`src/sv/rk4_pkg.sv`:
```
// Shared types and constants for the RK4 stage update block.
// Used by the coefficient unit, the point pipeline and the top level.
// No dependencies.
package rk4_pkg;

  localparam int DATA_W = 32;
  localparam int COEF_W = 31;
  localparam int IDX_W  = 10;

  localparam int MAX_POINTS_DEF    = 1024;
  localparam int FRACTION_BITS_DEF = 16;

  localparam logic [COEF_W-1:0] STEP_RESET = 31'd65536;

  // floor(n / 3) = (n * RECIP3) >> RECIP3_SHIFT, exact for any 32-bit n
  localparam logic [31:0] RECIP3       = 32'hAAAA_AAAB;
  localparam int          RECIP3_SHIFT = 33;

  // cycles from a step_size write until the coefficients are settled
  localparam int CFG_LATENCY = 2;

  typedef enum logic [1:0] {
    ACT_PRED1 = 2'd0,
    ACT_CORR1 = 2'd1,
    ACT_PRED2 = 2'd2,
    ACT_CORR2 = 2'd3
  } action_t;

  typedef struct packed {
    logic [COEF_W-1:0] c6;
    logic [COEF_W-1:0] c3;
    logic [COEF_W-1:0] c2;
    logic [COEF_W-1:0] c1;
  } coef_t;

endpackage

```
`src/sv/rk4_coef.sv`:
```
// Step size register and derivation of dt/6, dt/3, dt/2 and dt.
// Depends on rk4_pkg (coef_t, reciprocal constants, reset step).
module rk4_coef (
  input  logic                         clk,
  input  logic                         rst,
  input  logic                         wen,
  input  logic [rk4_pkg::COEF_W-1:0]   wdata,
  output rk4_pkg::coef_t               coef,
  output logic                         busy
);

  logic [rk4_pkg::COEF_W-1:0]      dt;
  logic [rk4_pkg::CFG_LATENCY-1:0] pend;
  logic [63:0]                     p6;
  logic [63:0]                     p3;
  logic [31:0]                     n6;
  logic [31:0]                     n3;

  // c6 = floor(floor((dt+3)/2)/3), c3 = floor((dt+1)/3)
  assign n6   = ({1'b0, dt} + 32'd3) >> 1;
  assign n3   = {1'b0, dt} + 32'd1;
  assign busy = (pend != '0);

  always_ff @(posedge clk) begin
    if (rst) begin
      dt   <= rk4_pkg::STEP_RESET;
      pend <= '1;
    end else if (wen) begin
      dt   <= wdata;
      pend <= '1;
    end else begin
      pend <= pend >> 1;
    end
  end

  // free-running: p6 and p3 are registered, then c6 and c3; c2 and c1 register from dt
  always_ff @(posedge clk) begin
    p6      <= 64'(n6) * 64'(rk4_pkg::RECIP3);
    p3      <= 64'(n3) * 64'(rk4_pkg::RECIP3);
    coef.c6 <= p6[rk4_pkg::RECIP3_SHIFT +: rk4_pkg::COEF_W];
    coef.c3 <= p3[rk4_pkg::RECIP3_SHIFT +: rk4_pkg::COEF_W];
    coef.c2 <= n3[rk4_pkg::COEF_W:1];
    coef.c1 <= dt;
  end

endmodule

```
`config.mk`:
```
export PLATFORM = sky130hd
export DESIGN_NAME = rk4_coef
export DESIGN_NICKNAME = d
export VERILOG_FILES = /design/src/sv/rk4_pkg.sv /design/src/sv/rk4_coef.sv
export SDC_FILE = /design/constraint.sdc
export NUM_CORES = 2
export LEC_CHECK = 0
export BUFFER_PORTS_ARGS = -buffer_cell sky130_fd_sc_hd__buf_2
export CAP_MARGIN = 40
export CORE_ASPECT_RATIO = 1.4
export CORE_UTILIZATION = 55
export CTS_CLUSTER_SIZE = 20
export DETAILED_ROUTE_END_ITERATION = 6
export PLACE_DENSITY = 0.78
export SKIP_LAST_GASP = 1
export SYNTH_ARGS = -nofsm -noshare
export SYNTH_HDL_FRONTEND = slang
export SYNTH_SLANG_ARGS = --single-unit
export TNS_END_PERCENT = 50
```
`constraint.sdc`:
```
create_clock -name clk -period 11 [get_ports clk]
set_clock_uncertainty 0.1 [all_clocks]
set_input_delay 0 -clock clk [delete_from_list [all_inputs] [get_ports clk]]
set_output_delay 0 -clock clk [all_outputs]
set_load 0.02 [all_outputs]
```
==> reports/qor.txt <==
Status = complete, no violations
Initial antenna violation count = 1
FP Rows = 106
Max stage delay on crit path = 0.81 ns
Vias = 23240
Period minus WS final = 9.746 ns
Total wire length = 96920 microns
Yosys top cell by area = fa_1
TritonCTS Buffers = 23
Max Freq = 102.6 MHz
Wirelength per Cell = 22.27 microns
# H-tree levels = 1
Worst-margin pin slew = 0.9451 ns
Crit-path leading delay family = adder cells
Die Ht = 294.0 microns
Critical Path RT = 11.39 ns
Die area = 61910 sq um
Largest net degree at the start of global routing = 34
Top post-synthesis cells by count = inv_1 (972), ha_1 (625), fa_1 (617)
Layout area overhead = 10.57%
Vias in the first global route = 25910
WS Path Type = register to register
EDFF count, synth = 0
First-pass GRT wire length = 147400 microns
Tot GR Track Use = 0.3243
Die width = 210.6 microns
Yosys top cell area share = 0.3687
CP endpoint kind = register
Initial DRC count = 970
Fin. max-slew vios = 0
DRC = 0
PostCTS Resize Cnt = 0
Worst Path Buf+Inv = 8
Hpwl dp = 84030 microns
Clock sinks = 217
Cell Area, Synth = 33500 sq um
Post-synth ARST share = 0
Starting Density = 0.5588
Worst slew margin = 0.3654
Root buffer cell = clkbuf_16
Post-synthesis sequential area ratio = 0.1297
Final setup viols = 0
Via/cell ratio = 5.341
Drt first pass iters = 5
Tcrit/Tclk final = 0.8860
Core Area = 59950 sq um
Layout cells sized above 1 = 0.07599
Count leader, synth = inv_1
Bufs on Longest Clock Path = 3
Final #Nets = 4799
Post-synthesis cell count = 3260
Skew-Pair Late Insertion Delay = 0.56 ns
# fillers = 5020
Peak fanout along the critical path = 9
Placer Congestion = 1.056
CTS tree = done
Grt ovf = 0
Yosys Warn Count = 0
Cell variety after synth = 75
Largest cells by area after synthesis = fa_1 (37%), ha_1 (23%), dfxtp_1 (13%)
Max-cap viol count = 0
Antenna-violating nets left = 0
Slowest cell on crit path = nor4_1
Io pins = 159
Worst Path Arrival = 10.14 ns
PortBufs = 157
CP startpoint kind = register
Post-Route Setup TNS = 0 ns
Reg clk slew, reported paths = 0.08 ns
R2r setup slk = 1.25 ns
Hold Fails Final Rpt = 0
Post-synth top flop = dfxtp_1
Seq cells post-synth = 217
RSZ-0062 raised after global routing = no
Hold WC Path Type = input port to register
Syn_area_per_cell = 10.28 sq um
cell type report:
cell class	instances	area (sq um)	share of cell area
Clock buffer	26	606.8	0.01638
Timing Repair Buffer	270	1827	0.04932
Multi-Input combinational cell	2038	25370	0.6850
Clock inverter	16	222.7	0.006013
Antenna cell	1	2.502	0.00006756
Inverter	973	3652	0.09860
Tap cell	810	1013	0.02736
Sequential cell	217	4344	0.1173
placed cells by master (no fill, tap or decap), drive strengths merged, types with 26 or more instances in the layout:
cell	n
inv	980
ha	625
fa	617
dfxtp	217
buf	198
nor2	90
a21oi	88
xnor2	83
nand2	80
dlygate4sd3	72
a21o	61
xor2	55
o21ai	45
nand3	36
mux2i	30
clkbuf	26
registers in the layout, indices dropped and copies added, names as in the netlist:
name and cells:
p6 30, pend 2, coef 123, p3 31
dt 31
per-layer routing:
metal	global-route usage	wire, microns	up-vias
met5	0	0	-
met4	0.2718	9714	0
met3	0.04312	4307	345
met2	0.5862	50270	734
met1	0.3302	32630	11550
li1	-	-	10610
through the flow:
step	hold slack, ns	setup slack, ns	instances	instance area, sq um	utilization
floorplan	-0.001428	2.768	3261	33500	-
CTS	0.002105	1.480	4349	37030	0.6177
global route	0.05035	1.007	4350	37040	0.6178
global placement	0.1292	1.207	4224	35390	0.5903
finish	0.05318	1.254	4351	37040	0.6179
detailed placement	0.1300	1.513	4235	35480	0.5919
worst paths after layout:
kind	startpoint	to	cells past startpoint
max reg2reg	dt[2]$_SDFFE_PP0P_	p3[62]$_DFF_P_	30
max	dt[2]$_SDFFE_PP0P_	p3[62]$_DFF_P_	30
min reg2reg	p3[35]$_DFF_P_	coef[64]$_DFF_P_	0
min	rst	dt[16]$_SDFFE_PP1P_	2
kinds of logic (layout without fill, tap and decap cells):
logic type | count (synthesis) | after routing | synth area share
buf+inv | 1006 | 1285 | 0.1131
fa+ha+maj | 1242 | 1242 | 0.6022
mux | 31 | 31 | 0.009300
flops | 217 | 217 | 0.1297
other cells | 2 | 4 | 0.0002242
xor+xnor | 138 | 138 | 0.03630
simple gates | 334 | 334 | 0.04964
compound gates | 290 | 290 | 0.05965
what timing repair did:
item / in CTS / in global routing
setup buffers: 0 / 0
hold endpoints to repair: 33 / 0
hold buffers: 72 / 0
Power is left out: the tool's default activity adds up to more than one toggle a clock period on the data nets, which glitch-free logic cannot reach.
